$ cat src/rcn_pkg.sv
`default_nettype none

package rcn_pkg;

  localparam int SLOTS    = 16;
  localparam int SLOT_AW  = $clog2(SLOTS);
  localparam int POS_W    = 14;
  localparam int DIR_W    = 16;
  localparam int OUT_W    = 16;
  localparam int CD_W     = 6;
  localparam int REACH_W  = 10;
  localparam int CFG_IW   = 1;
  localparam int CFG_DW   = 10;
  localparam int MW       = 62;
  localparam int SQ_STEPS = MW / 2;
  localparam int HIT_SH   = 28;
  localparam int MISS_SH  = 10;

  localparam logic [CD_W-1:0]    CD_RESET    = 6'd30;
  localparam logic [REACH_W-1:0] REACH_RESET = 10'd500;

  localparam logic [CFG_IW-1:0] CFG_CONTACT = 1'b0;
  localparam logic [CFG_IW-1:0] CFG_REACH   = 1'b1;

  localparam logic CMD_WRITE = 1'b0;
  localparam logic CMD_QUERY = 1'b1;

  typedef enum logic [4:0] {
    OP_NONE, OP_WR, OP_QRY, OP_ORG, OP_DIFF,
    OP_M1, OP_M2, OP_M3, OP_M4, OP_M5,
    OP_BB, OP_SQST, OP_UPD, OP_FMX, OP_FSX, OP_FSY
  } dp_op_e;

  typedef struct packed {
    dp_op_e             op;
    logic [SLOT_AW-1:0] addr;
  } dp_cmd_t;

  typedef struct packed {
    logic inact;
    logic eval_ok;
    logic h_ok;
    logic sq_done;
  } dp_stat_t;

  // round half up of (o << sh + p) / 2^sh, saturated to 16 bits
  function automatic logic [OUT_W-1:0] rnd_sat(input logic [POS_W-1:0] o,
                                               input logic signed [MW-1:0] p,
                                               input logic hit);
    logic signed [47:0] s;
    logic signed [47:0] r;
    if (hit) begin
      s = ($signed({34'd0, o}) <<< HIT_SH) + $signed(p[47:0]) + (48'sd1 <<< (HIT_SH - 1));
      r = s >>> HIT_SH;
    end else begin
      s = ($signed({34'd0, o}) <<< MISS_SH) + $signed(p[47:0]) + (48'sd1 <<< (MISS_SH - 1));
      r = s >>> MISS_SH;
    end
    if (r > 48'sd32767) begin
      return 16'h7FFF;
    end else if (r < -48'sd32768) begin
      return 16'h8000;
    end else begin
      return r[OUT_W-1:0];
    end
  endfunction

endpackage

`default_nettype wire

$ cat src/rcn_sqrt.sv
`default_nettype none

module rcn_sqrt import rcn_pkg::*; (
  input  wire logic                clk_i,
  input  wire logic                rst_ni,
  input  wire logic                start_i,
  input  wire logic [MW-1:0]       v_i,
  output logic                     done_o,
  output logic [SQ_STEPS-1:0]      root_o
);

  localparam int CW = $clog2(SQ_STEPS);

  logic [MW-1:0] v_q, r_q, bit_q;
  logic [CW-1:0] cnt_q;
  logic          run_q;
  logic [MW-1:0] sum;

  assign sum = r_q + bit_q;

  always_ff @(posedge clk_i or negedge rst_ni) begin
    if (!rst_ni) begin
      run_q <= 1'b0;
      cnt_q <= '0;
    end else if (start_i) begin
      run_q <= 1'b1;
      cnt_q <= CW'(SQ_STEPS - 1);
    end else if (run_q) begin
      cnt_q <= cnt_q - 1'b1;
      if (cnt_q == '0) begin
        run_q <= 1'b0;
      end
    end
  end

  always_ff @(posedge clk_i) begin
    if (start_i) begin
      v_q   <= v_i;
      r_q   <= '0;
      bit_q <= MW'(1) << (MW - 2);
    end else if (run_q) begin
      if (v_q >= sum) begin
        v_q <= v_q - sum;
        r_q <= (r_q >> 1) + bit_q;
      end else begin
        r_q <= r_q >> 1;
      end
      bit_q <= bit_q >> 2;
    end
  end

  assign done_o = !run_q;
  assign root_o = r_q[SQ_STEPS-1:0];

endmodule

`default_nettype wire

$ cat src/rcn_datapath.sv
`default_nettype none

module rcn_datapath import rcn_pkg::*; (
  input  wire logic                      clk_i,
  input  wire logic                      rst_ni,
  input  wire dp_cmd_t                   cmd_i,
  output dp_stat_t                       stat_o,
  input  wire logic [SLOT_AW-1:0]        slot_index_i,
  input  wire logic [POS_W-1:0]          centre_x_i,
  input  wire logic [POS_W-1:0]          centre_y_i,
  input  wire logic                      inactive_i,
  input  wire logic signed [DIR_W-1:0]   dir_x_i,
  input  wire logic signed [DIR_W-1:0]   dir_y_i,
  input  wire logic                      cfg_we_i,
  input  wire logic [CFG_IW-1:0]         cfg_idx_i,
  input  wire logic [CFG_DW-1:0]         cfg_data_i,
  output logic                           hit_o,
  output logic signed [OUT_W-1:0]        contact_x_o,
  output logic signed [OUT_W-1:0]        contact_y_o,
  output logic [POS_W-1:0]               target_x_o,
  output logic [POS_W-1:0]               target_y_o
);

  logic [POS_W-1:0] mem_x [SLOTS];
  logic [POS_W-1:0] mem_y [SLOTS];
  logic [POS_W-1:0] rx_q, ry_q;
  logic [SLOTS-1:0] inact_q;

  logic [CD_W-1:0]    cd_q;
  logic [REACH_W-1:0] reach_q;

  logic signed [DIR_W-1:0] dx_q, dy_q;
  logic [POS_W-1:0]        ox_q, oy_q, cx_q, cy_q, bx_q, by_q;
  logic signed [POS_W:0]   sx_q, sy_q;
  logic signed [MW-1:0]    p_q;
  logic signed [31:0]      b_q, best_t_q, t_d;
  logic [29:0]             d2_q, best_d2_q;
  logic                    have_q;
  logic [OUT_W-1:0]        res_x_q, res_y_q;

  logic signed [31:0] ma, mb, mult;
  logic signed [63:0] prod;
  logic [9:0]         rq;
  logic [19:0]        rsq;
  logic signed [31:0] c;
  logic [MW-1:0]      csh;
  logic               sq_done;
  logic [SQ_STEPS-1:0] sq_root;

  always_ff @(posedge clk_i) begin
    if (cmd_i.op == OP_WR && {1'b0, slot_index_i} < (SLOT_AW + 1)'(SLOTS)) begin
      mem_x[slot_index_i] <= centre_x_i;
      mem_y[slot_index_i] <= centre_y_i;
    end
    rx_q <= mem_x[cmd_i.addr];
    ry_q <= mem_y[cmd_i.addr];
  end

  always_ff @(posedge clk_i or negedge rst_ni) begin
    if (!rst_ni) begin
      inact_q <= '1;
      cd_q    <= CD_RESET;
      reach_q <= REACH_RESET;
      have_q  <= 1'b0;
    end else begin
      if (cmd_i.op == OP_WR) begin
        inact_q[slot_index_i] <= inactive_i;
      end
      if (cfg_we_i) begin
        case (cfg_idx_i)
          CFG_CONTACT: cd_q    <= cfg_data_i[CD_W-1:0];
          CFG_REACH:   reach_q <= cfg_data_i[REACH_W-1:0];
          default: ;
        endcase
      end
      if (cmd_i.op == OP_QRY) begin
        have_q <= 1'b0;
      end else if (cmd_i.op == OP_UPD) begin
        have_q <= 1'b1;
      end
    end
  end

  assign mult = have_q ? best_t_q : $signed({22'd0, reach_q});

  always_comb begin
    ma = '0;
    mb = '0;
    case (cmd_i.op)
      OP_M1:  begin ma = 32'(sx_q); mb = 32'(dx_q); end
      OP_M2:  begin ma = 32'(sy_q); mb = 32'(dy_q); end
      OP_M3:  begin ma = 32'(sx_q); mb = 32'(sx_q); end
      OP_M4:  begin ma = 32'(sy_q); mb = 32'(sy_q); end
      OP_BB:  begin ma = b_q;       mb = b_q;       end
      OP_FMX: begin ma = 32'(dx_q); mb = mult;      end
      OP_FSX: begin ma = 32'(dy_q); mb = mult;      end
      default: ;
    endcase
  end

  assign prod = ma * mb;

  assign rq  = {cd_q, 4'b0};
  assign rsq = rq * rq;
  assign c   = $signed({2'b0, d2_q}) - $signed({12'd0, rsq});
  assign csh = {2'b0, c, 28'd0};
  assign t_d = -b_q - $signed({1'b0, sq_root});

  always_ff @(posedge clk_i) begin
    p_q <= prod[MW-1:0];
    case (cmd_i.op)
      OP_QRY: begin
        dx_q <= dir_x_i;
        dy_q <= dir_y_i;
      end
      OP_ORG: begin
        ox_q <= rx_q;
        oy_q <= ry_q;
      end
      OP_DIFF: begin
        sx_q <= $signed({1'b0, ox_q}) - $signed({1'b0, rx_q});
        sy_q <= $signed({1'b0, oy_q}) - $signed({1'b0, ry_q});
        cx_q <= rx_q;
        cy_q <= ry_q;
      end
      OP_M2: b_q  <= p_q[31:0];
      OP_M3: b_q  <= b_q + p_q[31:0];
      OP_M4: d2_q <= p_q[29:0];
      OP_M5: d2_q <= d2_q + p_q[29:0];
      OP_UPD: begin
        best_t_q  <= t_d;
        best_d2_q <= d2_q;
        bx_q      <= cx_q;
        by_q      <= cy_q;
      end
      OP_FSX: res_x_q <= rnd_sat(ox_q, p_q, have_q);
      OP_FSY: res_y_q <= rnd_sat(oy_q, p_q, have_q);
      default: ;
    endcase
  end

  rcn_sqrt u_sqrt (
    .clk_i   (clk_i),
    .rst_ni  (rst_ni),
    .start_i (cmd_i.op == OP_SQST),
    .v_i     ($unsigned(p_q) - csh),
    .done_o  (sq_done),
    .root_o  (sq_root)
  );

  assign stat_o.inact   = inact_q[cmd_i.addr];
  assign stat_o.eval_ok = !c[31] && (b_q[31] || b_q == '0) && (!have_q || d2_q < best_d2_q);
  assign stat_o.h_ok    = $unsigned(p_q) >= csh;
  assign stat_o.sq_done = sq_done;

  assign hit_o       = have_q;
  assign contact_x_o = res_x_q;
  assign contact_y_o = res_y_q;
  assign target_x_o  = have_q ? bx_q : '0;
  assign target_y_o  = have_q ? by_q : '0;

endmodule

`default_nettype wire
$ cat config.mk
export PLATFORM = sky130hd
export DESIGN_NAME = rcn_datapath
export DESIGN_NICKNAME = d
export VERILOG_FILES = /design/src/rcn_pkg.sv /design/src/rcn_sqrt.sv /design/src/rcn_datapath.sv
export SDC_FILE = /design/constraint.sdc
export NUM_CORES = 2
export LEC_CHECK = 0
export ABC_AREA = 1
export BUFFER_PORTS_ARGS = -buffer_cell sky130_fd_sc_hd__buf_2
export CAP_MARGIN = 20
export CELL_PAD_IN_SITES_DETAIL_PLACEMENT = 1
export CELL_PAD_IN_SITES_GLOBAL_PLACEMENT = 1
export CORE_ASPECT_RATIO = 1.1
export CORE_MARGIN = 2
export CORE_UTILIZATION = 45
export DETAILED_ROUTE_END_ITERATION = 8
export MAX_ROUTING_LAYER = met4
export PLACE_DENSITY_LB_ADDON = 0.1
export REMOVE_ABC_BUFFERS = 1
export SLEW_MARGIN = 20
export SYNTH_ARGS = -nofsm -noshare
export SYNTH_HDL_FRONTEND = slang
export SYNTH_SLANG_ARGS = --single-unit
export TNS_END_PERCENT = 10
$ cat constraint.sdc
create_clock -name clk_i -period 8.6 [get_ports clk_i]
set_input_delay 1.29 -clock clk_i [delete_from_list [all_inputs] [get_ports clk_i]]
set_output_delay 1.29 -clock clk_i [all_outputs]
set_load 0.1 [all_outputs]
==> results.py <==
metrics = {
    "detailed_routing": {
        "firstDrtPassIters": 7,
        "ant_nets": 0,
        "wire_per_inst_um": 25.5,
        "drc": 0,
        "drt_iter0_drc": 6216,
        "viasPerCell": 5.52,
        "via_count": 89500,
        "wl_um": 414000,
    },
    "grt": {
        "grt_pass1_wl_um": 614000,
        "grt-ovfl-total": 0,
        "grt_max_degree": 125,
        "grt_pass1_vias": 97500,
        "track_usage": 0.366,
        "antenna_found_initial": 35,
    },
    "clocking": {
        "insertion_delay_ps": 810,
        "cts_tree": "yes",
        "htree_levels": 3,
        "hold_buffers": 0,
        "numCtsBuffers": 113,
        "cts.sinks": 1034,
        "clk_path_buf_depth": 3,
        "cts.clk_slew.worst_paths_ps": 60,
        "clockRootBuffer": "clkbuf_16",
    },
    "min_path": {
        "worstHoldEndpoint": "by_q[9]",
        "hp-start": "cy_q[9]",
        "hp-class": "reg2reg",
        "whs_path_depth": 0,
    },
    "sta": {
        "hold_viol_final": 0,
        "rsz0062_at_grt": "true",
        "slew_headroom": 0.220,
        "min_period_ps": 8730,
        "setup_ws_ps": -131,
        "setup_viol": 24,
        "fin_skew_ps": 86.5,
        "post-route-period-util": 1.02,
        "maxSlewViolCount": 0,
        "tightest_slew_ps": 1170,
        "timing.fmax_ghz": 0.115,
        "setup_tns_ps": -1380,
    },
    "floorplanning": {
        "fp.dieH_um": 504,
        "core_um2": 226000,
        "start_util": 0.453,
        "die_w_um": 458,
        "die_area_um2": 231000,
        "num_rows": 183,
        "boundaryPins": 153,
    },
    "worst_setup_path": {
        "end_kind": "flop",
        "r2r_cells": 38,
        "crit_path_max_incr_delay_ps": 560,
        "crit_path_max_fanout": 5,
        "setup.worst_path.class": "in2reg",
        "arrival_ps": 9420,
        "worstSetupStartpointType": "input port",
        "critPathSlowestCell": "fa_1",
        "path_depth": 42,
        "cpMostUsedCell": "fa_1",
        "crit-reg2reg-launch": "hit_o",
        "crit_required_ps": 9290,
        "timing.rr.end": "p_q[55]",
        "critPathTopFamily": "adder cells",
        "reg2reg_slack_ps": 160,
        "worst-path-buf-inv": 17,
    },
    "outcome": {
        "outcome": "finished with violations",
        "violations": "setup timing",
    },
    "yosys": {
        "async_flop_share": 0.0377,
        "yosysTopAreaCell": "edfxtp_1",
        "synth-edff-count": 812,
        "synth_area_um2": 102000,
        "yosysMostFrequentCell": "nand2_1",
        "synth_top_flop_cell": "edfxtp_1",
        "synth_largest_type_area_fraction": 0.239,
        "yosys-top-cells-count": "nand2_1, inv_1, fa_1, edfxtp_1, nor2_1",
        "ys_types": 78,
        "ys_seq_area_frac": 0.284,
        "ys_top_cells_by_area": "edfxtp_1, fa_1, nand2_1",
        "avgSynthCellArea_um2": 8.30,
        "yosys_warnings": 0,
        "synth-seq-cells": 1034,
        "syn_inst": 12300,
    },
    "finish": {
        "syn2layout_area_growth_pct": 16.8,
        "fin_nets": 14900,
        "layout-drive-gt1-share": 0.137,
        "fin_util": 0.529,
        "fin_area_um2": 119000,
        "fill_cells": 26800,
    },
    "place": {
        "pre_cts_ws_ps": -1740,
        "dpl-instance-area_um2": 113000,
        "numPortBuffers": 152,
        "post-dp-hpwl_um": 332000,
        "gp_congestion": 0.996,
    },
    "power_and_ir_drop": {
        "peakVddDrop_mv": 0.253,
        "p_per_area_nw_per_um2": 233,
        "p_leak_nw": 58.2,
    },
    "run": {
        "maxCapViolations": 0,
    },
}
## cell families (layout without fill, tap and decap cells)
group / after synthesis / after routing / synth area share
XOR/XNOR: 338 / 338 / 0.0290
flip-flops: 1034 / 1034 / 0.284
AO/OA/AOI/OAI: 1903 / 1903 / 0.105
adder cells (fa/ha/maj): 1681 / 1681 / 0.285
multiplexers: 119 / 119 / 0.0117
AND/OR/NAND/NOR: 4181 / 4181 / 0.169
buffers and inverters: 3055 / 3985 / 0.116
other: 0 / 17 / 0
## worst max-delay path by stage
stage             start  endpoint
2_1_floorplan     hit_o   p_q[59]
3_3_place_gp   cmd_i[7]   p_q[55]
3_5_place_dp   cmd_i[7]   p_q[61]
4_1_cts        cmd_i[5]   p_q[61]
5_1_grt        cmd_i[7]   p_q[55]
6_report       cmd_i[4]   p_q[61]
## flip-flops by register name (all words and copies together), names as in the netlist, 16 cells and up
name and count:
dx_q 16, dy_q 16, d2_q 30, best_t_q 32, mem_y 224, u_sqrt.r_q 62
contact_y_o 16, p_q 62, u_sqrt.bit_q 31, best_d2_q 30, contact_x_o 16, mem_x 224
inact_q 16, u_sqrt.v_q 62, b_q 32
## routing by layer
metal / track usage / routed length (µm) / vias to the layer above
met3: 0.0379 / 20800 / 852
met4: 0.171 / 23600 / 0
li1: - / - / 40500
met5: - / 0 / -
met2: 0.611 / 202000 / 2513
met1: 0.445 / 167000 / 45600
## what timing repair did
| action | CTS | global route |
|---|---|---|
| cloned | 3 | 4 |
| endpoints found under the hold margin | 0 | 0 |
| setup buffers | 31 | 44 |
| resized for setup | 219 | 267 |
| pin swaps | 63 | 152 |
| endpoints found under the setup margin | 46 | 46 |
## metrics by stage
stage | total power [mW] | std cells | hold slack, ps
finish | 27.8 | 16200 | 406
global route | 29.5 | 16200 | 428
CTS | 27.4 | 16200 | 411
detailed placement | 22.0 | 15900 | 406
global placement | 21.7 | 15900 | 401
floorplan | 16.2 | 11900 | 400
## report_power, final
group	total (mW)	switching (mW)	internal, mW
Sequential	7.12	0.770	6.35
Combinational	15.5	10.4	5.05
Clock	5.16	2.29	2.87
## layout make-up
cell class,count,area (µm²),share of cell area
Antenna cell,17,42.5,0.000356
Clock buffer,158,3280,0.0274
Sequential cell,1034,29100,0.243
Inverter,2680,10100,0.0850
Clock inverter,57,634,0.00531
Timing Repair Buffer,1090,9430,0.0790
Multi-Input combinational cell,8222,63100,0.528
Tap cell,2960,3700,0.0310
## cell usage in the layout (no fill, tap or decap), types with 114 or more instances in the layout
| cell type | count |
|---|---|
| nand2_1 | 2629 |
| buf_4 | 797 |
| xor2_1 | 201 |
| nand3_1 | 368 |
| buf_2 | 145 |
| dfxtp_1 | 182 |
| fa_1 | 1045 |
| inv_1 | 2606 |
| edfxtp_1 | 812 |
| xnor2_1 | 129 |
| mux2i_1 | 114 |
| clkbuf_16 | 122 |
| a21oi_1 | 643 |
| nor2_1 | 680 |
| o21ai_0 | 671 |
| ha_1 | 569 |
| o211ai_1 | 137 |
## worst register-to-register path, delay by kind of cell, from the launching register on
kind / cells / cell delay [ps]
compound gates: 5 / 820
buf+inv: 11 / 1310
simple gates: 13 / 1300
fa+ha+maj: 9 / 4410
flops: 1 / 480
Power figures use the tool's default switching activity.
