`config.mk`:
```
export PLATFORM = sky130hd
export DESIGN_NAME = rcn_ctrl
export DESIGN_NICKNAME = d
export VERILOG_FILES = /design/src/rcn_pkg.sv /design/src/rcn_ctrl.sv
export SDC_FILE = /design/constraint.sdc
export NUM_CORES = 1
export LEC_CHECK = 0
export ABC_AREA = 0
export BUFFER_PORTS_ARGS = -buffer_cell sky130_fd_sc_hd__buf_2
export CAP_MARGIN = 20
export CORE_MARGIN = 5
export CORE_UTILIZATION = 54
export CTS_BUF_LIST = sky130_fd_sc_hd__clkbuf_4 sky130_fd_sc_hd__clkbuf_8
export DETAILED_ROUTE_END_ITERATION = 8
export PLACE_DENSITY = 0.87
export SKIP_CTS_REPAIR_TIMING = 1
export SYNTH_ARGS = -nofsm -noshare
export SYNTH_HDL_FRONTEND = slang
export SYNTH_SLANG_ARGS = --single-unit
```
`constraint.sdc`:
```
create_clock -name clk_i -period 1.8 [get_ports clk_i]
set_input_delay 0.18 -clock clk_i [delete_from_list [all_inputs] [get_ports clk_i]]
set_output_delay 0.18 -clock clk_i [all_outputs]
set_load 0.02 [all_outputs]
```
`src/rcn_pkg.sv`:
```
`default_nettype none

package rcn_pkg;

  localparam int SLOTS    = 16;
  localparam int SLOT_AW  = $clog2(SLOTS);
  localparam int POS_W    = 14;
  localparam int DIR_W    = 16;
  localparam int OUT_W    = 16;
  localparam int CD_W     = 6;
  localparam int REACH_W  = 10;
  localparam int CFG_IW   = 1;
  localparam int CFG_DW   = 10;
  localparam int MW       = 62;
  localparam int SQ_STEPS = MW / 2;
  localparam int HIT_SH   = 28;
  localparam int MISS_SH  = 10;

  localparam logic [CD_W-1:0]    CD_RESET    = 6'd30;
  localparam logic [REACH_W-1:0] REACH_RESET = 10'd500;

  localparam logic [CFG_IW-1:0] CFG_CONTACT = 1'b0;
  localparam logic [CFG_IW-1:0] CFG_REACH   = 1'b1;

  localparam logic CMD_WRITE = 1'b0;
  localparam logic CMD_QUERY = 1'b1;

  typedef enum logic [4:0] {
    OP_NONE, OP_WR, OP_QRY, OP_ORG, OP_DIFF,
    OP_M1, OP_M2, OP_M3, OP_M4, OP_M5,
    OP_BB, OP_SQST, OP_UPD, OP_FMX, OP_FSX, OP_FSY
  } dp_op_e;

  typedef struct packed {
    dp_op_e             op;
    logic [SLOT_AW-1:0] addr;
  } dp_cmd_t;

  typedef struct packed {
    logic inact;
    logic eval_ok;
    logic h_ok;
    logic sq_done;
  } dp_stat_t;

  // round half up of (o << sh + p) / 2^sh, saturated to 16 bits
  function automatic logic [OUT_W-1:0] rnd_sat(input logic [POS_W-1:0] o,
                                               input logic signed [MW-1:0] p,
                                               input logic hit);
    logic signed [47:0] s;
    logic signed [47:0] r;
    if (hit) begin
      s = ($signed({34'd0, o}) <<< HIT_SH) + $signed(p[47:0]) + (48'sd1 <<< (HIT_SH - 1));
      r = s >>> HIT_SH;
    end else begin
      s = ($signed({34'd0, o}) <<< MISS_SH) + $signed(p[47:0]) + (48'sd1 <<< (MISS_SH - 1));
      r = s >>> MISS_SH;
    end
    if (r > 48'sd32767) begin
      return 16'h7FFF;
    end else if (r < -48'sd32768) begin
      return 16'h8000;
    end else begin
      return r[OUT_W-1:0];
    end
  endfunction

endpackage

`default_nettype wire

```
`src/rcn_ctrl.sv`:
```
`default_nettype none

module rcn_ctrl import rcn_pkg::*; (
  input  wire logic     clk_i,
  input  wire logic     rst_ni,
  input  wire logic     start_i,
  input  wire logic     cmd_i,
  input  wire dp_stat_t stat_i,
  output dp_cmd_t       cmd_o,
  output logic          busy_o,
  output logic          done_o
);

  typedef enum logic [16:0] {
    S_IDLE  = 17'h00001,
    S_ORG   = 17'h00002,
    S_FETCH = 17'h00004,
    S_DIFF  = 17'h00008,
    S_M1    = 17'h00010,
    S_M2    = 17'h00020,
    S_M3    = 17'h00040,
    S_M4    = 17'h00080,
    S_M5    = 17'h00100,
    S_EVAL  = 17'h00200,
    S_HCHK  = 17'h00400,
    S_SQ    = 17'h00800,
    S_UPD   = 17'h01000,
    S_FX    = 17'h02000,
    S_FXA   = 17'h04000,
    S_FYA   = 17'h08000,
    S_OUT   = 17'h10000
  } state_e;

  state_e             state_q, state_d;
  logic [SLOT_AW-1:0] idx_q, idx_d;
  logic               last;

  assign last = (idx_q == SLOT_AW'(SLOTS - 1));

  always_comb begin
    state_d    = state_q;
    idx_d      = idx_q;
    cmd_o.op   = OP_NONE;
    cmd_o.addr = idx_q;
    case (state_q)
      S_IDLE: begin
        cmd_o.addr = '0;
        if (start_i) begin
          if (cmd_i == CMD_QUERY) begin
            cmd_o.op = OP_QRY;
            state_d  = S_ORG;
          end else begin
            cmd_o.op = OP_WR;
          end
        end
      end
      S_ORG: begin
        cmd_o.op = OP_ORG;
        idx_d    = SLOT_AW'(1);
        state_d  = S_FETCH;
      end
      S_FETCH: begin
        if (stat_i.inact) begin
          if (last) begin
            state_d = S_FX;
          end else begin
            idx_d = idx_q + 1'b1;
          end
        end else begin
          state_d = S_DIFF;
        end
      end
      S_DIFF: begin
        cmd_o.op = OP_DIFF;
        state_d  = S_M1;
      end
      S_M1: begin
        cmd_o.op = OP_M1;
        state_d  = S_M2;
      end
      S_M2: begin
        cmd_o.op = OP_M2;
        state_d  = S_M3;
      end
      S_M3: begin
        cmd_o.op = OP_M3;
        state_d  = S_M4;
      end
      S_M4: begin
        cmd_o.op = OP_M4;
        state_d  = S_M5;
      end
      S_M5: begin
        cmd_o.op = OP_M5;
        state_d  = S_EVAL;
      end
      S_EVAL: begin
        cmd_o.op = OP_BB;
        if (stat_i.eval_ok) begin
          state_d = S_HCHK;
        end else if (last) begin
          state_d = S_FX;
        end else begin
          idx_d   = idx_q + 1'b1;
          state_d = S_FETCH;
        end
      end
      S_HCHK: begin
        cmd_o.op = OP_SQST;
        if (stat_i.h_ok) begin
          state_d = S_SQ;
        end else if (last) begin
          state_d = S_FX;
        end else begin
          idx_d   = idx_q + 1'b1;
          state_d = S_FETCH;
        end
      end
      S_SQ: begin
        if (stat_i.sq_done) begin
          state_d = S_UPD;
        end
      end
      S_UPD: begin
        cmd_o.op = OP_UPD;
        if (last) begin
          state_d = S_FX;
        end else begin
          idx_d   = idx_q + 1'b1;
          state_d = S_FETCH;
        end
      end
      S_FX: begin
        cmd_o.op = OP_FMX;
        state_d  = S_FXA;
      end
      S_FXA: begin
        cmd_o.op = OP_FSX;
        state_d  = S_FYA;
      end
      S_FYA: begin
        cmd_o.op = OP_FSY;
        state_d  = S_OUT;
      end
      S_OUT: begin
        state_d = S_IDLE;
      end
      default: begin
        state_d = S_IDLE;
      end
    endcase
  end

  always_ff @(posedge clk_i or negedge rst_ni) begin
    if (!rst_ni) begin
      state_q <= S_IDLE;
      idx_q   <= '0;
    end else begin
      state_q <= state_d;
      idx_q   <= idx_d;
    end
  end

  assign busy_o = (state_q != S_IDLE);
  assign done_o = (state_q == S_OUT);

endmodule

`default_nettype wire

```
==> results.md, run 1 <==
- Final Hold Fails: 0
- Worst r2r src: state_q[14]$_DFFE_PN0P_
- Setup Crit Path Kind: reg2out
- First-pass GRT wire length: 7380 um
- Required @ worst endpoint: 1.62 ns
- Die H: 62.4 um
- Post-Route Setup TNS: -7.07 ns
- Setup ws final: -0.664 ns
- DR vias/cell: 6.39
- Dpl cells: 251
- #FFs+latches synth: 21
- CTS sink cnt: 21
- Final period util: 137%
- Syn_nets: 169
- Count of cell types in the netlist: 52
- Num CTS Buffers: 3
- Startpoint Class: register
- Commonest non-fill, non-tap cell in the layout: buf_4
- CTS tree: done
- Die area: 0.00390 mm^2
- Worst-path clk slew: 0.12 ns
- Post-route DRC: 0
- Grt ovf: 0
- Final min period: 2.46 ns
- Total Power: 2190 uW
- Ys async rst share: 100%
- Post-route insts no fill: 267
- Core Area: 0.00269 mm^2
- Worst Hold Class: in2reg
- Flop2flop setup slack: -0.28 ns
- Initial antenna violation count: 0
- Main flop type after synthesis: dfrtp_1
- # rows: 19
- Area added between synthesis and finish: 54.7%
- # port buffers: 17
- Post-synth EDFFs: 0
- Worst vdd ir: 1.24 mV
- Syn avg cell area: 9.28 um^2
- Seq/Total Area, Yosys: 35.5%
- H-tree depth: 1
- All-layer global routing usage: 23.5%
- Vias: 1705
- Largest net degree at the start of global routing: 22
- Crit Path Max Fanout: 3
- Nature of the critical path endpoint: output pin
- Wire per inst: 20.2 um
- Yosys Warn Count: 0
- Layout cells sized above 1: 52.5%
- Area after DPL: 0.00197 mm^2
- Initial DRC count: 104
- Outcome: complete, but fails checks
- Skew final: 0.00641 ns
- # setup viols final: 21
- Synth Instances: 160
- R2R depth: 8
- Commonest cells after routing, fill and taps aside: 54 x buf_4, 20 x dfrtp_1, 16 x buf_6
- Max Cap Violations: 0
- Io pins: 19
- CP endpoint: cmd_o[5]
- Crit Reg-Reg Endpoint: state_q[13]$_DFFE_PN0P_
- Post-route cell area: 0.00230 mm^2
- WL final: 5400 um
- CP startpoint: state_q[0]$_DFFE_PN1P_
- Ant. Diodes: 0
- Clock Tree Buf Depth: 2
- Final net count: 246
- Initial core utilization: 55.3%
- Vias in the first global route: 1601
- Detail Route Antenna Nets: 0
- Max Slew Vio Count: 0
- Mapped Area: 0.00149 mm^2
- Max Freq: 406 MHz
- Die Wd: 62.4 um
- Pwr/cell area: 952 mW/mm^2
- Leak: 0.00105 uW
- Hpwl dp: 3350 um
- RSZ-0062 raised after global routing: yes
- Worst-Skew Late Latency: 0.32 ns
- CP arrival: 2.28 ns
- Drt pass-1 iters: 5
- Clk Tree Root Cell: clkbuf_4
- Failing checks: setup timing
- Final GP Congestion: 0.896
synthesized netlist by cell type (all sizes together), types with 3 or more instances:
cell     n  area [um^2]
nand3b   3         22.5
nor4b    5         43.8
nor3b    7         57.6
o22ai    3         25.0
nand3    3         15.0
nor2    19         71.3
o21ai    7         35.0
nand2   10         37.5
dfrtp   20          500
nor4    10          114
nor3     8         45.0
xnor2    3         26.3
inv      7         26.3
nand2b   3         18.8
buf      7         46.3
nand4    8         56.3
a21oi    4         31.3
worst max-delay path: stages, from the launching register on:
cell	delay, ns
dfstp_2	0.59
nor2_2	0.07
and4_4	0.19
and4b_4	0.21
or3_1	0.32
or4_4	0.43
buf_6	0.15
per-layer routing:
layer	up-vias	GRT usage [%]	routed length, um	share of wire (%)
met3	32	2.16	399	7.4
met2	97	40.9	2700	50
met4	0	11.9	314	5.8
met1	817	28.5	1980	37
met5	-	0	0	0
li1	759	-	-	-
worst min path at each step:
stage              start                 endpoint  cells after the start
2_1_floorplan     rst_ni     idx_q[0]$_DFFE_PN0P_                      0
3_3_place_gp      rst_ni  state_q[10]$_DFFE_PN0P_                      1
3_5_place_dp      rst_ni  state_q[10]$_DFFE_PN0P_                      1
4_1_cts           rst_ni  state_q[10]$_DFFE_PN0P_                      1
5_1_grt        stat_i[0]  state_q[11]$_DFFE_PN0P_                      2
6_report       stat_i[0]  state_q[11]$_DFFE_PN0P_                      2
where the power goes:
part           leakage, uW  switching [uW]  total (uW)  internal, uW
logic             0.000751             689        1340           654
registers         0.000284            55.2         583           528
clock network    0.0000184             159         261           102
total              0.00105             903        2190          1280
kinds of logic (layout without fill, tap and decap cells):
family	after synthesis	count (layout)	synth area share [%]
flip-flops	21	21	35.5
buffers and inverters	14	90	4.89
AO/OA/AOI/OAI	27	27	15.2
other	1	1	0.252
AND/OR/NAND/NOR	91	91	40.4
adder cells (fa/ha/maj)	1	1	0.842
XOR/XNOR	5	5	2.95
registers in the layout, summed over array words and instances, names as in the netlist:
signal   flops
state_q     17
idx_q        4
stage by stage:
step | hold WS (ns) | util [%] | setup slack, ns
floorplan | -0.116 | - | -0.175
global placement | 0.156 | 73.3 | -0.232
detailed placement | 0.161 | 73.3 | -0.294
CTS | -0.188 | 74.4 | -0.653
global route | 0.0652 | 85.5 | -0.702
finish | 0.0554 | 85.5 | -0.664
layout make-up:
type	count	area, um^2
clock buffers	4	30.0
fillers	124	389
inverters	7	31.3
multi-input cells	125	1030
flip-flops and latches	21	527
well taps	31	38.8
repair buffers	79	636
(Power assumes the default switching activity.)
==> inputs of run 2 (changes only) <==
PLACE_DENSITY = 0.84   (was 0.87)
REMOVE_ABC_BUFFERS = 1   (was not set)
SKIP_LAST_GASP = 1   (was not set)
clock period = 3 ns   (was 1.8 ns; I/O delays follow)
==> results.md, run 2 (same netlist as run 1, synthesis figures left out) <==
- Max Freq: 356 MHz
- Post-route DRC: 0 (unchanged)
- Num CTS Buffers: 3 (unchanged)
- Die H: 62.4 um (unchanged)
- Area added between synthesis and finish: 9.94%
- Die Wd: 62.4 um (unchanged)
- Flop pwr share: 38.4% (+12 points)
- Required @ worst endpoint: 2.70 ns (+1.08 ns)
- Commonest cells after routing, fill and taps aside: 20 x dfrtp_1, 19 x nor2_1, 17 x buf_2
- H-tree depth: 1 (unchanged)
- Vias in the first global route: 1280 (-20%)
- Final Hold Fails: 0 (unchanged)
- Layout cells sized above 1: 22.9% (-30 points)
- Worst-path clk slew: 0.12 ns (about the same)
- Io pins: 19 (unchanged)
- Slew @ Worst Pin: 0.565 ns
- DR vias/cell: 6.54 (+2.5%)
- Wire per inst: 17.7 um (-13%)
- Skew final: 0.00752 ns (+0.00111 ns)
- Clock Tree Buf Depth: 2 (unchanged)
- Final net count: 189 (-23%)
- Nature of the critical path endpoint: output pin
- Reg area: 527 um^2 (unchanged)
- Grt peak-use layer: met2
- Clk Tree Root Cell: clkbuf_4
- Switching power: 401 uW (-56%)
- Final min period: 2.81 ns
- Core Area: 0.00269 mm^2 (unchanged)
- Final GP Congestion: 0.955 (+6.6%)
- # rows: 19 (unchanged)
- Int Pwr: 537 uW (-58%)
- First-pass GRT wire length: 6200 um (-16%)
- WL final: 3710 um (-31%)
- Drt pass-1 iters: 4 (-1)
- Met2 Resource Use GR: 30.4% (-10 points)
- Initial antenna violation count: 0 (unchanged)
- Worst relative slew slack: 61.8%
- Total Power: 938 uW (-57%)
- Biggest register: state_q
- Number of flip-flops in the largest register: 17 (unchanged)
- Dpl cells: 202 (-20%)
- Detail Route Antenna Nets: 0 (unchanged)
- Pwr/cell area: 575 mW/mm^2 (-40%)
- Leak: 0.000727 uW (-31%)
- Ant. Diodes: 0 (unchanged)
- Grt ovf: 0 (unchanged)
- Initial core utilization: 55.3% (unchanged)
- Final period util: 93.7%
- Die area: 0.00390 mm^2 (unchanged)
- CP arrival: 2.51 ns (+0.23 ns)
- M3 GR Usage: 4.50% (+2.3 points)
- Vias: 1374 (-19%)
- CTS sink cnt: 21 (unchanged)
- Switching Share: 42.8% (+1.5 points)
- RSZ-0062 raised after global routing: no
- Worst-Skew Late Latency: 0.32 ns (about the same)
- # setup viols final: 0 (-100%)
- Max Cap Violations: 0 (unchanged)
- Filler Cells Inserted: 233 (+88%)
- # port buffers: 17 (unchanged)
- Initial DRC count: 87 (-16%)
- CTS tree: done
- Post-Route Setup TNS: 0 ns (+7.07 ns)
- Multi-input logic area: 886 um^2 (-14%)
- Worst Hold Class: in2reg
- Hpwl dp: 2860 um (-15%)
- Regs by FF count: state_q x17, idx_q x4
- All-layer global routing usage: 19.8% (-3.7 points)
- Commonest non-fill, non-tap cell in the layout: dfrtp_1
- Startpoint Class: register
- Clk pwr share: 16.3% (+4.4 points)
- GR Util met1: 25.7% (-2.8 points)
- Max Slew Vio Count: 0 (unchanged)
- Setup Crit Path Kind: reg2out
- Post-route insts no fill: 210 (-21%)
- Outcome: finished, final reports clean
- Largest net degree at the start of global routing: 22 (unchanged)
- Worst vdd ir: 0.497 mV (-60%)
- Combinational power share: 45.3% (-16 points)
- Crit Path Max Fanout: 9 (+6)
-- run 2: cell count changes in the layout (fill, tap and decap cells not counted), sizes merged --
cell and change:
buf -57
-- run 2: through the flow --
stage                     utilization [%]  area (um^2)  setup slack, ns  hold WS [ns]
final                                60.8         1630            0.189         0.204
after global routing                 60.8         1630           0.0393         0.211
after CTS                            59.6         1600            0.128       -0.0641
after detailed placement             58.5         1570            0.494         0.289
after global placement               58.5         1570            0.622         0.283
after floorplan                         -         1440            0.774       0.00441
-- run 2: power by group through the flow --
stage | Clock (uW) | Sequential [uW] | Combinational (uW)
2_1_floorplan | 0 | 351 | 315
3_3_place_gp | 0 | 361 | 409
4_1_cts | 156 | 359 | 421
5_1_grt | 167 | 366 | 464
6_report | 153 | 361 | 425
3_5_place_dp | 0 | 365 | 419
-- run 2: final cells by class --
| cell class | count | share of cell area [%] |
|---|---|---|
| clock buffer | 4 | 1.84 |
| inverter | 7 | 1.61 |
| multi-input combinational | 125 | 54.3 |
| sequential | 21 | 32.3 |
| tap | 31 | 2.38 |
| timing repair buffer | 22 | 7.66 |
-- run 2: routing by layer --
layer  wire (um)  share of wire [%]
met4          98                2.6
met2        1820                 49
met5           0                  0
met1        1510                 41
met3         287                7.7
-- run 2: critical path, stage by stage (launching register included) --
cell,delay [ns]
dfrtp_1,0.55
nor4_4,0.12
buf_4,0.16
and4_4,0.16
and4b_4,0.21
or3_1,0.32
or4_1,0.49
buf_2,0.17
-- run 2: path summary, 6_finish.rpt --
check,startpoint,end,slack [ns],cells after the start
min in group asynchronous,rst_ni,state_q[7]$_DFFE_PN0P_,0.45,2
max,state_q[14]$_DFFE_PN0P_,cmd_o[5],0.19,7
max in group asynchronous,rst_ni,state_q[0]$_DFFE_PN1P_,2.20,2
min reg2reg,state_q[7]$_DFFE_PN0P_,state_q[7]$_DFFE_PN0P_,0.59,1
max reg2reg,state_q[8]$_DFFE_PN0P_,idx_q[2]$_DFFE_PN0P_,0.73,5
min,stat_i[0],state_q[11]$_DFFE_PN0P_,0.20,2
